--- src/hw/rtl/elu_pkg.sv ---
// ----------------------------------------------------------------------------
// elu_pkg
// Shared types, constants and the exponent table generator for the ELU core.
// ----------------------------------------------------------------------------
package elu_pkg;

    localparam int DATA_W      = 16;
    // log2(e) in Q.14
    localparam int LOG2E_W     = 15;
    localparam logic [LOG2E_W-1:0] LOG2E_Q14 = 15'd23637;
    localparam int LOG2E_SHIFT = 14;
    localparam int PROD_W      = DATA_W + LOG2E_W;
    localparam int SUM_W       = PROD_W + 1;
    localparam logic [SUM_W-1:0] ROUND_ADD = SUM_W'((1 << LOG2E_SHIFT) - 1);
    // width of the scaled exponent magnitude
    localparam int Q_W         = 16;
    // exponent shift at which exp(x) underflows to zero
    localparam int SHIFT_LIMIT = 16;
    localparam int SHIFT_W     = 4;

    typedef struct packed {
        logic                     pos;
        logic signed [DATA_W-1:0] sample;
        logic signed [DATA_W-1:0] grad;
    } elu_item_t;

    // round(2^frac * 2^(i / 2^tbits)), evaluated at elaboration only
    function automatic int elu_rom_entry(input int i, input int frac, input int tbits);
        real e;
        e = real'(frac) + real'(i) * (2.0 ** (-real'(tbits)));
        return $rtoi((2.0 ** e) + 0.5);
    endfunction

endpackage

--- src/hw/rtl/elu_exp_arg.sv ---
// ----------------------------------------------------------------------------
// elu_exp_arg
// Two stages: scale -x by log2(e), then split into shift count and table index.
// ----------------------------------------------------------------------------
module elu_exp_arg
    import elu_pkg::*;
#(
    parameter int FRAC_BITS  = 12,
    parameter int TABLE_BITS = 8
) (
    input  logic                  aclk,
    input  logic                  aresetn,
    input  logic                  in_valid,
    output logic                  in_ready,
    input  elu_item_t             in_item,
    output logic                  out_valid,
    input  logic                  out_ready,
    output elu_item_t             out_item,
    output logic                  out_sat,
    output logic [SHIFT_W-1:0]    out_shift,
    output logic [TABLE_BITS-1:0] out_idx
);

    localparam int SH_W = Q_W - FRAC_BITS + 1;

    // stage 1
    logic              s1_valid_reg;
    logic              s1_ready;
    elu_item_t         s1_item_reg;
    logic [PROD_W-1:0] s1_prod_reg;
    logic [PROD_W-1:0] s1_prod_next;
    logic [DATA_W-1:0] mag;

    // stage 2
    logic                  s2_valid_reg;
    logic                  s2_ready;
    elu_item_t             s2_item_reg;
    logic                  s2_sat_reg;
    logic [SHIFT_W-1:0]    s2_shift_reg;
    logic [TABLE_BITS-1:0] s2_idx_reg;

    logic [SUM_W-1:0]      sum;
    logic [Q_W-1:0]        q;
    logic [FRAC_BITS-1:0]  r;
    logic [FRAC_BITS-1:0]  f;
    logic [SH_W-1:0]       sh_full;
    logic [TABLE_BITS-1:0] idx_next;

    assign s2_ready = !s2_valid_reg || out_ready;
    assign s1_ready = !s1_valid_reg || s2_ready;
    assign in_ready = s1_ready;

    // magnitude of a non-positive sample, 0x8000 reads as 32768
    assign mag          = DATA_W'(-in_item.sample);
    assign s1_prod_next = PROD_W'(mag) * PROD_W'(LOG2E_Q14);

    always_ff @(posedge aclk) begin
        if (!aresetn) begin
            s1_valid_reg <= 1'b0;
        end else if (s1_ready) begin
            s1_valid_reg <= in_valid;
        end
        if (s1_ready && in_valid) begin
            s1_item_reg <= in_item;
            s1_prod_reg <= s1_prod_next;
        end
    end

    // ceiling of the scaled magnitude, then floor split of the negated value
    assign sum     = SUM_W'(s1_prod_reg) + ROUND_ADD;
    assign q       = Q_W'(sum >> LOG2E_SHIFT);
    assign r       = q[FRAC_BITS-1:0];
    assign f       = FRAC_BITS'(-r);
    assign sh_full = SH_W'(q[Q_W-1:FRAC_BITS]) + SH_W'(r != '0);

    if (FRAC_BITS >= TABLE_BITS) begin : g_idx_trunc
        assign idx_next = f[FRAC_BITS-1 -: TABLE_BITS];
    end else begin : g_idx_pad
        assign idx_next = {f, {(TABLE_BITS - FRAC_BITS){1'b0}}};
    end

    always_ff @(posedge aclk) begin
        if (!aresetn) begin
            s2_valid_reg <= 1'b0;
        end else if (s2_ready) begin
            s2_valid_reg <= s1_valid_reg;
        end
        if (s2_ready && s1_valid_reg) begin
            s2_item_reg  <= s1_item_reg;
            s2_sat_reg   <= (sh_full >= SH_W'(SHIFT_LIMIT)) && (SH_W > SHIFT_W);
            s2_shift_reg <= SHIFT_W'(sh_full);
            s2_idx_reg   <= idx_next;
        end
    end

    assign out_valid = s2_valid_reg;
    assign out_item  = s2_item_reg;
    assign out_sat   = s2_sat_reg;
    assign out_shift = s2_shift_reg;
    assign out_idx   = s2_idx_reg;

`ifndef SYNTHESIS
    // a zero sample must come out as exp(0): no shift, first table entry
    a_zero_sample: assert property (@(posedge aclk) disable iff (!aresetn)
        (s2_ready && s1_valid_reg && s1_item_reg.sample == '0)
        |=> (!s2_sat_reg && s2_shift_reg == '0 && s2_idx_reg == '0))
        else $error("zero sample mapped to nonzero exponent");
`endif

endmodule

--- src/hw/rtl/elu_exp_lut.sv ---
// ----------------------------------------------------------------------------
// elu_exp_lut
// Fractional power-of-two table lookup and underflow shift.
// ----------------------------------------------------------------------------
module elu_exp_lut
    import elu_pkg::*;
#(
    parameter int FRAC_BITS  = 12,
    parameter int TABLE_BITS = 8
) (
    input  logic                  aclk,
    input  logic                  aresetn,
    input  logic                  in_valid,
    output logic                  in_ready,
    input  elu_item_t             in_item,
    input  logic                  in_sat,
    input  logic [SHIFT_W-1:0]    in_shift,
    input  logic [TABLE_BITS-1:0] in_idx,
    output logic                  out_valid,
    input  logic                  out_ready,
    output elu_item_t             out_item,
    output logic [FRAC_BITS:0]    out_exp
);

    localparam int ROM_DEPTH = 1 << TABLE_BITS;

    logic [FRAC_BITS:0] rom_tab [ROM_DEPTH];

    for (genvar i = 0; i < ROM_DEPTH; i++) begin : g_rom
        assign rom_tab[i] = (FRAC_BITS + 1)'(elu_rom_entry(i, FRAC_BITS, TABLE_BITS));
    end

    logic               valid_reg;
    elu_item_t          item_reg;
    logic [FRAC_BITS:0] exp_reg;
    logic [FRAC_BITS:0] exp_next;

    assign in_ready = !valid_reg || out_ready;
    assign exp_next = in_sat ? '0 : (rom_tab[in_idx] >> in_shift);

    always_ff @(posedge aclk) begin
        if (!aresetn) begin
            valid_reg <= 1'b0;
        end else if (in_ready) begin
            valid_reg <= in_valid;
        end
        if (in_ready && in_valid) begin
            item_reg <= in_item;
            exp_reg  <= exp_next;
        end
    end

    assign out_valid = valid_reg;
    assign out_item  = item_reg;
    assign out_exp   = exp_reg;

`ifndef SYNTHESIS
    // underflowed exponent must read as zero
    a_sat_zero: assert property (@(posedge aclk) disable iff (!aresetn)
        (in_ready && in_valid && in_sat) |=> (exp_reg == '0))
        else $error("underflow did not give zero exponent");
`endif

endmodule

--- src/hw/rtl/elu_grad.sv ---
// ----------------------------------------------------------------------------
// elu_grad
// Gradient multiply, activation select and the output register.
// ----------------------------------------------------------------------------
module elu_grad
    import elu_pkg::*;
#(
    parameter int FRAC_BITS = 12
) (
    input  logic                     aclk,
    input  logic                     aresetn,
    input  logic                     grad_en,
    input  logic                     in_valid,
    output logic                     in_ready,
    input  elu_item_t                in_item,
    input  logic [FRAC_BITS:0]       in_exp,
    output logic                     out_valid,
    input  logic                     out_ready,
    output logic signed [DATA_W-1:0] out_act,
    output logic signed [DATA_W-1:0] out_grad
);

    localparam int MUL_W = DATA_W + FRAC_BITS + 2;

    // stage 4
    logic                     s4_valid_reg;
    logic                     s4_ready;
    logic                     s4_pos_reg;
    logic signed [DATA_W-1:0] s4_dy_reg;
    logic signed [DATA_W-1:0] s4_act_reg;
    logic signed [DATA_W-1:0] s4_act_next;
    logic signed [MUL_W-1:0]  s4_prod_reg;
    logic signed [MUL_W-1:0]  s4_prod_next;

    // stage 5
    logic                     s5_valid_reg;
    logic                     s5_ready;
    logic signed [DATA_W-1:0] s5_act_reg;
    logic signed [DATA_W-1:0] s5_grad_reg;
    logic signed [DATA_W-1:0] s5_grad_next;
    logic signed [MUL_W-1:0]  prod_shr;

    assign s5_ready = !s5_valid_reg || out_ready;
    assign s4_ready = !s4_valid_reg || s5_ready;
    assign in_ready = s4_ready;

    assign s4_prod_next = MUL_W'(in_item.grad) * MUL_W'($signed({1'b0, in_exp}));
    assign s4_act_next  = in_item.pos ? in_item.sample
                                      : DATA_W'(in_exp) - DATA_W'(1 << FRAC_BITS);

    always_ff @(posedge aclk) begin
        if (!aresetn) begin
            s4_valid_reg <= 1'b0;
        end else if (s4_ready) begin
            s4_valid_reg <= in_valid;
        end
        if (s4_ready && in_valid) begin
            s4_pos_reg  <= in_item.pos;
            s4_dy_reg   <= in_item.grad;
            s4_act_reg  <= s4_act_next;
            s4_prod_reg <= s4_prod_next;
        end
    end

    // arithmetic shift floors toward minus infinity
    assign prod_shr = s4_prod_reg >>> FRAC_BITS;

    always_comb begin
        if (!grad_en) begin
            s5_grad_next = '0;
        end else if (s4_pos_reg) begin
            s5_grad_next = s4_dy_reg;
        end else begin
            s5_grad_next = DATA_W'(prod_shr);
        end
    end

    always_ff @(posedge aclk) begin
        if (!aresetn) begin
            s5_valid_reg <= 1'b0;
        end else if (s5_ready) begin
            s5_valid_reg <= s4_valid_reg;
        end
        if (s5_ready && s4_valid_reg) begin
            s5_act_reg  <= s4_act_reg;
            s5_grad_reg <= s5_grad_next;
        end
    end

    assign out_valid = s5_valid_reg;
    assign out_act   = s5_act_reg;
    assign out_grad  = s5_grad_reg;

`ifndef SYNTHESIS
    // negative branch activation never drops below -1.0
    a_act_floor: assert property (@(posedge aclk) disable iff (!aresetn)
        (s4_ready && in_valid && !in_item.pos)
        |=> (s4_act_reg >= -DATA_W'(1 << FRAC_BITS)))
        else $error("activation below -1.0");
`endif

endmodule

--- src/hw/rtl/elu_activation_forward_backward_core.sv ---
// ----------------------------------------------------------------------------
// elu_activation_forward_backward_core
// Path: input beat to output beat through the scale, split, table, multiply
// and output registers. Throughput: one beat per cycle while the output is
// drained; the fixed 5-stage pipeline with per-stage valid bits absorbs output
// stalls and fills bubbles. Reset: aresetn synchronous active low clears all
// valid bits and sets gradient_enable to 1; no clearing pass, the exponent table is constant.
// ----------------------------------------------------------------------------
module elu_activation_forward_backward_core
    import elu_pkg::*;
#(
    parameter int FRAC_BITS  = 12,
    parameter int TABLE_BITS = 8
) (
    input  logic                     aclk,
    input  logic                     aresetn,
    input  logic                     cfg_wr_en,
    input  logic                     cfg_wr_data,
    input  logic                     s_valid,
    output logic                     s_ready,
    input  logic signed [DATA_W-1:0] s_sample_in,
    input  logic signed [DATA_W-1:0] s_upstream_grad,
    output logic                     m_valid,
    input  logic                     m_ready,
    output logic signed [DATA_W-1:0] m_activation,
    output logic signed [DATA_W-1:0] m_input_grad
);

    logic grad_en_reg;

    always_ff @(posedge aclk) begin
        if (!aresetn) begin
            grad_en_reg <= 1'b1;
        end else if (cfg_wr_en) begin
            grad_en_reg <= cfg_wr_data;
        end
    end

    elu_item_t             in_item;
    logic                  arg_valid;
    logic                  arg_ready;
    elu_item_t             arg_item;
    logic                  arg_sat;
    logic [SHIFT_W-1:0]    arg_shift;
    logic [TABLE_BITS-1:0] arg_idx;
    logic                  lut_valid;
    logic                  lut_ready;
    elu_item_t             lut_item;
    logic [FRAC_BITS:0]    lut_exp;

    assign in_item.pos    = !s_sample_in[DATA_W-1] && (s_sample_in != '0);
    assign in_item.sample = s_sample_in;
    assign in_item.grad   = s_upstream_grad;

    elu_exp_arg #(
        .FRAC_BITS  (FRAC_BITS),
        .TABLE_BITS (TABLE_BITS)
    ) u_arg (
        .aclk      (aclk),
        .aresetn   (aresetn),
        .in_valid  (s_valid),
        .in_ready  (s_ready),
        .in_item   (in_item),
        .out_valid (arg_valid),
        .out_ready (arg_ready),
        .out_item  (arg_item),
        .out_sat   (arg_sat),
        .out_shift (arg_shift),
        .out_idx   (arg_idx)
    );

    elu_exp_lut #(
        .FRAC_BITS  (FRAC_BITS),
        .TABLE_BITS (TABLE_BITS)
    ) u_lut (
        .aclk      (aclk),
        .aresetn   (aresetn),
        .in_valid  (arg_valid),
        .in_ready  (arg_ready),
        .in_item   (arg_item),
        .in_sat    (arg_sat),
        .in_shift  (arg_shift),
        .in_idx    (arg_idx),
        .out_valid (lut_valid),
        .out_ready (lut_ready),
        .out_item  (lut_item),
        .out_exp   (lut_exp)
    );

    elu_grad #(
        .FRAC_BITS (FRAC_BITS)
    ) u_grad (
        .aclk      (aclk),
        .aresetn   (aresetn),
        .grad_en   (grad_en_reg),
        .in_valid  (lut_valid),
        .in_ready  (lut_ready),
        .in_item   (lut_item),
        .in_exp    (lut_exp),
        .out_valid (m_valid),
        .out_ready (m_ready),
        .out_act   (m_activation),
        .out_grad  (m_input_grad)
    );

`ifndef SYNTHESIS
    // with nothing waiting at the output every stage can take a beat
    a_ready_when_empty: assert property (@(posedge aclk) disable iff (!aresetn)
        !m_valid |-> s_ready)
        else $error("input stalled with empty output");
`endif

endmodule

--- config.mk ---
export PLATFORM = sky130hd
export DESIGN_NAME = elu_activation_forward_backward_core
export DESIGN_NICKNAME = d
export VERILOG_FILES = /design/src/hw/rtl/elu_pkg.sv /design/src/hw/rtl/elu_exp_arg.sv /design/src/hw/rtl/elu_exp_lut.sv /design/src/hw/rtl/elu_grad.sv /design/src/hw/rtl/elu_activation_forward_backward_core.sv
export SDC_FILE = /design/constraint.sdc
export NUM_CORES = 1
export LEC_CHECK = 0
export BUFFER_PORTS_ARGS = -buffer_cell sky130_fd_sc_hd__buf_2
export CAP_MARGIN = 15
export CORE_MARGIN = 4
export CORE_UTILIZATION = 40
export DETAILED_ROUTE_END_ITERATION = 16
export GPL_TIMING_DRIVEN = 1
export PLACE_DENSITY = 0.58
export SLEW_MARGIN = 20
export SYNTH_ARGS = -nofsm -noshare
export SYNTH_HDL_FRONTEND = slang
export SYNTH_SLANG_ARGS = --single-unit
--- constraint.sdc ---
create_clock -name aclk -period 8.5 [get_ports aclk]
set_input_delay 0.85 -clock aclk [delete_from_list [all_inputs] [get_ports aclk]]
set_output_delay 0.85 -clock aclk [all_outputs]
set_load 0.02 [all_outputs]
==> Word level (Yosys, flattened, before mapping) <==
Memories as Yosys holds them, arrays and structs flattened.
Cells that the tools add are included.
{ "totals": {"in_bits": 38, "latch_bits": 0, "mem_bits_rw": 0, "mem_count": 1, "romBits": 3328, "reg_bits": 254, "wordCells": 61} }
{ "memory_table": {"columns": ["memory", "depth", "width", "rd", "rd_clocked_by_memory_dff", "wr", "line", "rtl"], "rows": [
  ["(name not given)", 256, 13, 1, 0, 0, "elu_exp_lut.sv:39", "assign exp_next = in_sat ? '0 : (rom_tab[in_idx] >> in_shift);"]
]} }
{ "classes": {"order_cmp": 2, "n_div": 0, "muxes": 4, "shift": 1, "n_eq_ne": 0, "mul": 2, "add_sub_neg": 5, "bitwise_logic": 1, "reduce_logical": 19} }
{ "ops": {"columns": ["operator", "count"], "rows": [
  ["2-to-1 mux 16 bit", 2],
  ["adder 30 x 14 -> 30 bit (second input constant)", 1],
  ["multiplier 16 x 15 -> 30 bit (second input constant)", 1],
  ["multiplier 16 x 14 -> 28 bit", 1],
  ["2-to-1 mux 13 bit", 2],
  ["negation 16 bit", 1],
  ["nonzero test 16 bit", 1],
  ["subtractor 13 x 13 -> 14 bit (second input constant)", 1],
  ["right shift 13 x 4 -> 13 bit", 1],
  ["negation 12 bit", 1],
  ["nonzero test 12 bit", 1],
  ["greater-or-equal comparator 9 bit (second input constant)", 1],
  ["inverter 8 -> 9 bit", 1],
  ["logical AND 1 bit", 6],
  ["zero test 1 bit", 6],
  ["adder 4 x 1 -> 5 bit", 1],
  ["greater-or-equal comparator 5 bit (second input constant)", 1],
  ["logical OR 1 bit", 5]
]} }

==> Depth between registers and ports, before layout <==
Gate-level depths: netlist (run 1).
{ "depth": {"depth_word": 7, "ltp_mapped": 25, "ltp_nobuf": 25} }

==> Modules after synthesis <==
From an unflattened synthesis (run 1), not the netlist that was laid out.
{ "unflattened": {"cells_unflattened": 2321, "area_unflattened_um2": 24141.9} }
{ "by_module_without_submodules": {"columns": ["module", "seq_area_each_um2", "cells_each", "instances", "area_each_um2"], "rows": [
  ["elu_grad", 2472.4, 962, 1, 10306.1],
  ["elu_exp_arg", 3283.1, 703, 1, 8534.4],
  ["elu_exp_lut", 1401.3, 648, 1, 5235.0],
  ["elu_activation_forward_backward_core", 20.0, 8, 1, 66.3]
]} }

==> Worst setup path after synthesis (run 1) <==
OpenSTA, ideal clock, no wires.
{ "synth_path": {"kind": "input to register", "start": "input port s_sample_in[5]", "end": "register u_arg.s1_prod_reg[28] (data pin)", "stages": 23, "setup_slack_ps": 1530, "t_arrival_ps": 6712, "setup_ps": 258, "path_buffers": 0, "cell_sequence": "or4_1 > nor3_1 > nand2_1 > o41a_1 > nor2_1 > ha_1 > ha_1 > inv_1 > fa_1 > inv_1 > fa_1 > fa_1 > inv_1 > fa_1 > inv_1 > ha_1 > and4_1 > a22o_1 > o21a_1 > a2111oi_0 > o21ai_0 > a21oi_1 > xnor2_1"} }
{ "synth_via": {"elab_chain_len": 2} }
{ "synth_rtl": {"columns": ["item", "line", "rtl"], "rows": [
  ["start: declaration", "elu_activation_forward_backward_core.sv:21", "input logic signed [DATA_W-1:0] s_sample_in,"],
  ["negation 16 bit", "elu_exp_arg.sv:54", "assign mag = DATA_W'(-in_item.sample);"],
  ["multiplier 16 x 15 -> 30 bit", "elu_exp_arg.sv:55", "assign s1_prod_next = PROD_W'(mag) * PROD_W'(LOG2E_Q14);"],
  ["net u_arg.s1_prod_next[28]", "elu_exp_arg.sv:31", "logic [PROD_W-1:0] s1_prod_next;"],
  ["end signal: assignment", "elu_exp_arg.sv:65", "s1_prod_reg <= s1_prod_next;"],
  ["end: declaration", "elu_exp_arg.sv:30", "logic [PROD_W-1:0] s1_prod_reg;"]
]} }
The timed path passes the listed nets, and every way through them passes these cells.
A chain may end at the register's enable or synchronous reset.

==> Final worst setup path (run 1) <==
{ "layout_path": {"start": "input port s_sample_in[2]", "end": "register u_arg.s1_prod_reg[28] (data pin)"} }
Same word-level chain as after synthesis.

==> impl_metrics.csv, run 1 <==
group,metric,value,unit
run_status,run_status,"completed",
routing,firstDrtPassIters,6,
routing,wl,60100,um
pwr,swShare,44.5,%
routing,ant_nets,0,
worst_setup_path,startpoint,"s_sample_in[2]",
worst_setup_path,critPathKind,"in -> reg",
global_routing,grtUsageTotal,18.8,%
sta,fin_crit_sh,85.3,%
clocking,htreeDepth,1,
floorplan,placementRows,89,
yosys,netlist.area_leader.share,29.6,%
pwr,power_frac_clock,11.6,%
clocking,ctsLongestPathBuffers,3,
pwr,power.leakage,11.1,nW
pwr,irDropWorstVdd,0.310,mV
yosys,syn-num-nets,2784,
worst_setup_path,start_kind,"input port",
sta,final-setup-viol-count,0,
sta,tns,0,ns
yosys,synthTopCellsByCount,"inv_1 (372), fa_1 (260), edfxtp_1 (235)",
yosys,yosysWarnings,0,
place,hpwlAfterDp,45400,um
yosys,yosysMostFrequentCell,"inv_1",
global_routing,grt_pass1_vias,17200,
yosys,avgSynthCellArea,10.4,um2
clocking,cts_num_sinks,241,
clocking,clkTransAtPathRegs,0.06,ns
worst_setup_path,crit_chain,"buf_2, or4_1, nor3_1, nand2_1, o41a_1, nor2_1, ha_1, ha_1, inv_1, fa_1, inv_1, fa_1, fa_1, inv_1, fa_1, inv_1, ha_1, and4_1, a22o_1, o21a_1, a2111oi_0, o21ai_0, a21oi_1, xnor2_1",
clocking,numCtsBuffers,25,
yosys,yosys.area.top_type,"edfxtp_1",
yosys,synth-main-ff-cell,"edfxtp_1",
sta,max_freq,138,MHz
floorplan,start_util,40.4,%
yosys,synth_area_leaders,"edfxtp_1 (30%), fa_1 (22%), ha_1 (11%)",
clocking,ctsHoldBuffers,0,
clocking,post_cts_buffers,0,
floorplan,die_area,63500,um2
final_layout,fill_cells,5668,
sta,maxSlewViolCount,0,
worst_setup_path,r2r_slack,1.50,ns
worst_setup_path,crit_fanout,7,
global_routing,grt_max_degree,69,
sta,rsz0062_at_grt,"false",
worst_setup_path,crit_required,8.78,ns
yosys,synth_cell_type_count,80,
yosys,ys_ff_latch,241,
worst_hold_path,worstHoldStart,"u_arg.s1_item_reg[32]",
final_layout,drive_gt1_share,7.62,%
final_layout,num_antenna_cells,0,
yosys,synth-edff-count,235,
run,drv_cap,0,
worst_hold_path,worstHoldPathType,"reg -> reg",
place,routabilityCongestion,0.944,
final_layout,nNetsFinal,2794,
final_layout,area.growth.synth_to_final,7.68,%
pwr,power.sequential.fraction,20.3,%
worst_setup_path,arrival,7.54,ns
sta,tightest_slew,1.11,ns
sta,hold_violations,0,
routing,num_vias,16800,
floorplan,chipWidth,252,um
routing,drt-initial-drc-count,1406,
yosys,yosysSeqAreaShare,30.1,%
clocking,worst_skew_pair.late_latency,0.54,ns
floorplan,fp.dieH,252,um
pwr,pwr_density_cell,370,nW/um2
worst_setup_path,worstSetupEndpointType,"flip-flop",
clocking,cts_root_buf,"clkbuf_16",
yosys,syn_inst,2283,
routing,wl_per_cell,19.5,um
pwr,p_comb_share,68.1,%
global_routing,grt_pass1_wl,95800,um
sta,maxSlewHeadroom,25.6,%
yosys,synth_area,23800,um2
sta,finalClockSkew,0.0192,ns
sta,min_period,7.25,ns
routing,vias_per_cell,5.43,
clocking,ctsResizeCount,0,
global_routing,antenna_found_initial,0,
floorplan,core,59000,um2
yosys,postSynth.asyncResetShare,0,%
worst_setup_path,max_stage_delay,0.58,ns
clocking,cts_tree,"yes",
worst_setup_path,r2r_start,"u_lut.out_exp[3]",
floorplan,pin_count,72,
place,placedCellCount,3039,
routing,drc_errors,0,
final_layout,finalNonFillerCells,3084,
worst_setup_path,cp_slowest_cell,"or4_1",
pwr,p_int,0.00527,W
pwr,switching_power,0.00423,W
global_routing,grt.overflow.total,0,
place,port_buffers,71,
routing by layer:
layer | part of all wire, % | track usage, % | vias up
li1 | - | - | 7763
met1 | 44 | 26.0 | 8348
met2 | 48 | 31.4 | 522
met3 | 5.6 | 2.62 | 118
met4 | 2.9 | 5.00 | 0
met5 | 0 | 0 | -
logic make-up (layout without fill, tap and decap cells):
kind of cell / count (synthesis) / after routing / share of synthesized area (%)
buffers and inverters: 483 / 511 / 8.16
XOR/XNOR: 94 / 94 / 3.45
multiplexers: 50 / 50 / 2.57
flip-flops: 241 / 241 / 30.1
AO/OA/AOI/OAI: 366 / 366 / 10.6
adder cells (fa/ha/maj): 464 / 464 / 32.5
AND/OR/NAND/NOR: 585 / 585 / 12.5
layout by cell type, fill, tap and decap left out, types with 16 or more instances in the layout:
master,synthesis,routed
a21oi_1,76,76
nand3_1,28,28
ha_1,203,203
edfxtp_1,235,235
xor2_1,27,27
and2_1,117,117
nand2b_1,39,39
buf_4,9,22
o22ai_1,16,16
a211oi_1,26,26
o211ai_1,17,17
xnor2_1,67,67
nor2b_1,48,46
inv_1,372,372
nor2_1,79,79
fa_1,260,260
mux2i_1,26,26
nand2_1,172,172
mux2_2,16,16
buf_2,24,71
nor3_1,42,42
o21ai_0,65,65
a21o_1,19,19
clkbuf_16,0,25
power groups by stage:
stage / Combinational (W) / Sequential [W] / Clock, W
after floorplan: 0.00517 / 0.00190 / 0
after global placement: 0.00639 / 0.00195 / 0
after detailed placement: 0.00647 / 0.00195 / 0
after CTS: 0.00652 / 0.00193 / 0.00114
after global routing: 0.00744 / 0.00195 / 0.00119
final: 0.00648 / 0.00193 / 0.00110
path summary, 6_finish.rpt:
check	end	depth (start not counted)
hold / removal	u_arg.out_item[32]	0
hold reg to reg	u_arg.out_item[32]	0
setup / recovery	u_arg.s1_prod_reg[28]	24
setup reg to reg	u_grad.s4_prod_reg[27]	20
stage by stage:
stage / hold WS, ns / total power, W / worst slack [ns] / util (%) / cell area, um2
after global routing: 0.417 / 0.0106 / 0.882 / 43.5 / 25700
after detailed placement: 0.405 / 0.00842 / 0.745 / 42.1 / 24800
after CTS: 0.403 / 0.00958 / 1.29 / 43.5 / 25700
final: 0.409 / 0.00950 / 1.25 / 43.5 / 25700
after global placement: 0.400 / 0.00834 / 0.804 / 42.1 / 24800
after floorplan: 0.400 / 0.00707 / 1.53 / - / 23800
layout make-up:
type | instances | area [um2] | share of cell area (%)
Clock buffer | 27 | 633 | 2.47
Clock inverter | 18 | 201 | 0.785
Inverter | 373 | 1400 | 5.46
Multi-Input combinational cell | 1559 | 14800 | 57.5
Sequential cell | 241 | 7180 | 28.0
Tap cell | 773 | 967 | 3.77
Timing Repair Buffer | 93 | 520 | 2.03
critical path, delay by kind of cell:
| kind | cells | cell delay [ns] |
|---|---|---|
| buffers and inverters | 5 | 0.34 |
| xor gates and xnor gates | 1 | 0.08 |
| adders and majority gates | 7 | 2.91 |
| AOI/OAI and AO/OA | 6 | 1.75 |
| and+or+nand+nor | 5 | 1.62 |
Power figures use the tool's default switching activity.
==> run 2, diff against run 1 <==
Settings changed: CELL_PAD_IN_SITES_DETAIL_PLACEMENT set to 0, CELL_PAD_IN_SITES_GLOBAL_PLACEMENT set to 1, PLACE_DENSITY 0.58 to 0.69.
==> run 2 against run 1 <==
Against the previous run:
- setup slack gained 0.026 ns
- via count grew 0.14%
- wire length grew 2.0%
- cell area grew 0.42%
- clock skew shrank 0.0085 ns
- first-iteration DRC count shrank 11%
- combinational power grew 0.9%
- utilization grew 0.18 points
- non-clock buffer count grew 1
- global-route usage grew 0.48 points
- clock power grew 10%
- register-to-register slack gained 0.02 ns
- critical path type unchanged
==> impl_metrics.csv, run 2 (synthesis gave the netlist of run 1 again) <==
group,metric,value,unit
global_routing,grt_pass1_wl,97600,um
routing,wl,61300,um
final_layout,fill_cells,5641,
clocking,post_cts_buffers,0,
sta,tns,0,ns
place,place_area,24800,um2
sta,finalClockSkew,0.0108,ns
worst_setup_path,r2r_slack,1.52,ns
floorplan,pin_count,72,
place,hpwlAfterDp,46800,um
worst_setup_path,timing.rr.end,"u_grad.s4_prod_reg[27]",
worst_setup_path,max_stage_delay,0.59,ns
worst_setup_path,critPathKind,"in -> reg",
floorplan,chipWidth,252,um
routing,drc_errors,0,
clocking,ctsResizeCount,0,
floorplan,fp.dieH,252,um
pwr,irDropWorstVdd,0.294,mV
worst_setup_path,cp_slowest_cell,"a2111oi_0",
worst_hold_path,worstHoldPathType,"reg -> reg",
worst_setup_path,crit_fanout,7,
run,drv_cap,0,
sta,final-setup-viol-count,0,
global_routing,grtUsageTotal,19.3,%
sta,hold_violations,0,
sta,fin_crit_sh,85.0,%
place,routabilityCongestion,0.934,
worst_setup_path,start_kind,"input port",
pwr,pwr_density_cell,376,nW/um2
worst_setup_path,arrival,7.52,ns
run_status,run_status,"completed",
pwr,power.leakage,11.1,nW
sta,tightest_slew,1.13,ns
clocking,htreeDepth,1,
final_layout,nNetsFinal,2796,
floorplan,start_util,40.4,%
clocking,cts_num_sinks,241,
worst_hold_path,hold_depth,0,
clocking,numCtsBuffers,26,
global_routing,grt_pass1_vias,17300,
place,port_buffers,71,
final_layout,stdcell_area,25800,um2
worst_hold_path,whs_endpoint,"u_grad.out_act[7]",
clocking,ctsLongestPathBuffers,3,
routing,num_vias,16800,
clocking,ctsHoldBuffers,0,
floorplan,die_area,63500,um2
floorplan,core,59000,um2
worst_setup_path,r2r_start,"u_lut.out_exp[3]",
final_layout,regArea,7180,um2
routing,ant_nets,0,
worst_setup_path,cpLargestDelayFamily,"adder cells",
clocking,clkTransAtPathRegs,0.06,ns
routing,wl_per_cell,19.8,um
global_routing,antenna_found_initial,0,
clocking,cts_root_buf,"clkbuf_16",
pwr,p_total,0.00969,W
worst_setup_path,path_buf_inv,5,
global_routing,grt_max_degree,119,
final_layout,area.growth.synth_to_final,8.14,%
worst_hold_path,worstHoldStart,"u_grad.s4_act_reg[7]",
final_layout,multiInputGateArea,14800,um2
final_layout,num_antenna_cells,0,
worst_setup_path,reg2reg_depth,21,
global_routing,grt.overflow.total,0,
worst_setup_path,crit_chain,"buf_2, or4_1, nor3_1, nand2_1, o41a_1, nor2_1, ha_1, ha_1, inv_1, fa_1, inv_1, fa_1, fa_1, inv_1, fa_1, inv_1, ha_1, and4_1, a22o_1, o21a_1, a2111oi_0, o21ai_0, a21oi_1, xnor2_1",
clocking,worst_skew_pair.late_latency,0.55,ns
worst_setup_path,crit_required,8.79,ns
final_layout,drive_gt1_share,7.78,%
sta,rsz0062_at_grt,"false",
routing,drt-initial-drc-count,1248,
routing,vias_per_cell,5.43,
routing,firstDrtPassIters,5,
sta,max_freq,138,MHz
sta,min_period,7.23,ns
worst_setup_path,worstSetupEndpointType,"flip-flop",
floorplan,placementRows,89,
clocking,cts_tree,"yes",
sta,maxSlewHeadroom,22.6,%
final_layout,layout_commonest_cell,"inv_1",
sta,maxSlewViolCount,0,
final_layout,final_cell_mix,"inv_1 (372), fa_1 (260), edfxtp_1 (235)",
run 2: cell count changes in the layout (fill, tap and decap cells not counted), sizes merged:
cell and change:
clkbuf +5, inv -3, bufinv +2, clkinvlp -2, buf +1, clkinv +1
run 2: worst max path at each step:
stage | depth (start not counted) | slack [ns] | to | startpoint
5_1_grt | 21 | 0.91 | u_grad.s4_prod_reg[27] | u_lut.out_exp[3]
4_1_cts | 24 | 1.30 | u_arg.s1_prod_reg[28] | s_sample_in[2]
2_1_floorplan | 23 | 1.53 | u_arg.s1_prod_reg[28] | s_sample_in[5]
6_report | 24 | 1.27 | u_arg.s1_prod_reg[28] | s_sample_in[2]
3_5_place_dp | 24 | 0.74 | u_arg.s1_prod_reg[28] | s_sample_in[2]
3_3_place_gp | 24 | 0.84 | u_arg.s1_prod_reg[28] | s_sample_in[2]
run 2: worst register-to-register path: stages, from the launching register on:
cell,delay [ns]
edfxtp_1,0.74
and2_1,0.27
inv_1,0.07
fa_1,0.55
inv_1,0.07
fa_1,0.73
inv_1,0.27
fa_1,0.59
inv_1,0.05
fa_1,0.48
fa_1,0.55
inv_1,0.05
fa_1,0.53
inv_1,0.04
ha_1,0.35
and4_1,0.23
nand3_1,0.08
a21oi_1,0.30
o31ai_1,0.16
a21oi_1,0.33
nor4_1,0.08
a311oi_1,0.26
run 2: per-layer routing:
| metal | global-route usage (%) | vias up | wire [um] |
|---|---|---|---|
| met2 | 31.7 | 464 | 29000 |
| met1 | 27.4 | 8428 | 27700 |
| met3 | 2.22 | 105 | 2930 |
| li1 | - | 7777 | - |
| met4 | 5.01 | 0 | 1580 |
| met5 | 0 | - | 0 |
run 2: final cells by class:
class / count / area share (%)
Sequential cell: 241 / 27.9
Tap cell: 773 / 3.75
Timing Repair Buffer: 94 / 2.10
Inverter: 373 / 5.43
Clock inverter: 16 / 0.898
Clock buffer: 32 / 2.69
Multi-Input combinational cell: 1559 / 57.3
run 2: through the flow:
| step | worst slack, ns | utilization [%] | hold slack [ns] | std cells |
|---|---|---|---|---|
| after floorplan | 1.53 | - | 0.400 | 2283 |
| after detailed placement | 0.742 | 42.1 | 0.405 | 3040 |
| after global placement | 0.840 | 42.1 | 0.400 | 3040 |
| after CTS | 1.30 | 43.7 | 0.401 | 3088 |
| after global routing | 0.909 | 43.7 | 0.421 | 3088 |
| final | 1.27 | 43.7 | 0.405 | 3088 |
run 2: power breakdown:
part | total, W | internal [W] | leakage [nW] | switching [W]
registers | 0.00193 | 0.00182 | 2.23 | 0.000112
logic | 0.00654 | 0.00283 | 8.46 | 0.00371
clock network | 0.00121 | 0.000736 | 0.454 | 0.000478
==> run 3, diff against run 2 <==
Settings changed: CORE_MARGIN 4 to not set, CORE_UTILIZATION 40 to 52, PLACE_DENSITY 0.69 to 0.86.
==> run 3 against run 2 <==
Against the previous run:
- worst hold slack worse by 0.019 ns
- maximum frequency grew 0.84%
- clock-buffer cell count grew 1
- flip-flop and latch count stayed put
- utilization grew 12 points
- clock power shrank 16%
- register-to-register slack worse by 0.05 ns
- first-iteration DRC count rose by 25%
- sequential power is essentially flat
- global-route usage is 6.0 points higher
- clock skew increased by 0.021 ns
- critical path type unchanged
- critical endpoint unchanged
- largest cell class unchanged
==> impl_metrics.csv, run 3 (synthesis gave the netlist of run 1 again) <==
group,metric,value,unit
clocking,clkTransAtPathRegs,0.07,ns
sta,tns,0,ns
global_routing,grt_pass1_vias,17500,
global_routing,grt.overflow.total,0,
worst_hold_path,hold_depth,0,
global_routing,grtUsageTotal,25.3,%
sta,fin_crit_sh,84.3,%
clocking,ctsHoldBuffers,0,
floorplan,core,45300,um2
run,drv_cap,0,
routing,wl_per_cell,20.2,um
floorplan,pin_count,72,
run_status,run_status,"completed",
routing,wl,58800,um
clocking,cts_root_buf,"clkbuf_16",
final_layout,fill_cells,3956,
final_layout,layout_commonest_cell,"inv_1",
place,port_buffers,71,
worst_setup_path,r2r_slack,1.47,ns
worst_setup_path,critPathKind,"in -> reg",
clocking,post_cts_buffers,0,
sta,finalClockSkew,0.0321,ns
floorplan,chipWidth,216,um
sta,hold_violations,0,
floorplan,die_area,46700,um2
final_layout,final_cell_mix,"inv_1 (372), fa_1 (260), edfxtp_1 (235)",
worst_setup_path,start_kind,"input port",
worst_setup_path,crit_fanout,7,
sta,maxSlewViolCount,0,
routing,drc_errors,0,
routing,firstDrtPassIters,6,
floorplan,start_util,52.6,%
routing,ant_nets,0,
clocking,ctsLongestPathBuffers,3,
final_layout,drive_gt1_share,7.57,%
final_layout,area.growth.synth_to_final,6.47,%
pwr,pwr_density_cell,374,nW/um2
sta,tightest_slew,1.08,ns
worst_hold_path,worstHoldPathType,"reg -> reg",
place,hpwlAfterDp,44100,um
sta,min_period,7.17,ns
clocking,htreeDepth,1,
clocking,cts_tree,"yes",
clocking,ctsResizeCount,0,
worst_setup_path,arrival,7.43,ns
clocking,worst_skew_pair.late_latency,0.55,ns
routing,drt-initial-drc-count,1555,
floorplan,fp.dieH,216,um
routing,num_vias,17100,
place,routabilityCongestion,0.958,
final_layout,num_antenna_cells,0,
global_routing,grt_max_degree,84,
floorplan,placementRows,78,
routing,vias_per_cell,5.86,
sta,maxSlewHeadroom,28.0,%
worst_setup_path,worstSetupEndpointType,"flip-flop",
final_layout,regArea,7180,um2
global_routing,grt_pass1_wl,93000,um
clocking,numCtsBuffers,25,
sta,final-setup-viol-count,0,
sta,rsz0062_at_grt,"false",
pwr,power.leakage,11.1,nW
global_routing,antenna_found_initial,0,
clocking,cts_num_sinks,241,
final_layout,nNetsFinal,2795,
sta,holdWs,0.386,ns
worst_setup_path,crit_required,8.77,ns
worst_setup_path,reg2reg_depth,21,
sta,max_freq,140,MHz
final_layout,multiInputGateArea,14800,um2
pwr,irDropWorstVdd,0.383,mV
[run 3: cell count changes in the layout (fill, tap and decap cells not counted), moves of 2 or more]
cell	delta
bufinv_16	-5
clkinv_4	-2
inv_6	+3
clkbuf_1	+2
[run 3: per-stage QoR]
| step | cell area, um2 | total power (W) | worst slack (ns) | util, % | cells |
|---|---|---|---|---|---|
| final | 25400 | 0.00950 | 1.33 | 56.0 | 2911 |
| after global placement | 24600 | 0.00829 | 0.909 | 54.4 | 2867 |
| after detailed placement | 24600 | 0.00848 | 0.863 | 54.4 | 2867 |
| after floorplan | 23800 | 0.00707 | 1.53 | - | 2283 |
| after CTS | 25400 | 0.00954 | 1.35 | 56.0 | 2911 |
| after global routing | 25400 | 0.0105 | 0.830 | 56.0 | 2911 |
[run 3: area by class of cell]
cell class | count | share of cell area, %
Clock inverter | 11 | 0.316
Multi-Input combinational cell | 1559 | 58.2
Sequential cell | 241 | 28.3
Inverter | 373 | 5.52
Timing Repair Buffer | 94 | 2.08
Clock buffer | 33 | 2.66
Tap cell | 600 | 2.96
[run 3: path summary, 6_finish.rpt]
kind	startpoint	end
min reg2reg	u_arg.out_item[6]	u_lut.out_item[6]
max	s_sample_in[2]	u_arg.s1_prod_reg[28]
max reg2reg	u_lut.out_exp[3]	u_grad.s4_prod_reg[27]
min	u_arg.out_item[6]	u_lut.out_item[6]
[run 3: worst max-delay path, stage by stage]
cell,delay (ns)
buf_2,0.14
or4_1,0.56
nor3_1,0.22
nand2_1,0.15
o41a_1,0.35
nor2_1,0.41
ha_1,0.35
ha_1,0.30
inv_1,0.06
fa_1,0.50
inv_1,0.05
fa_1,0.49
fa_1,0.49
inv_1,0.05
fa_1,0.47
inv_1,0.04
ha_1,0.33
and4_1,0.18
a22o_1,0.23
o21a_1,0.26
a2111oi_0,0.50
o21ai_0,0.15
a21oi_1,0.21
xnor2_1,0.09
[run 3: report_power, final]
group          switching [W]  total (W)  internal, W
sequential          0.000109    0.00193      0.00182
combinational        0.00371    0.00655      0.00283
clock               0.000459    0.00102     0.000564
total                0.00428    0.00950      0.00522
[run 3: routing by layer]
| metal | GRT usage [%] | up-vias | wire length (um) |
|---|---|---|---|
| met3 | 2.76 | 113 | 3680 |
| met5 | 0 | - | 0 |
| li1 | - | 7766 | - |
| met2 | 42.1 | 632 | 28200 |
| met1 | 34.9 | 8546 | 25300 |
| met4 | 7.70 | 0 | 1630 |
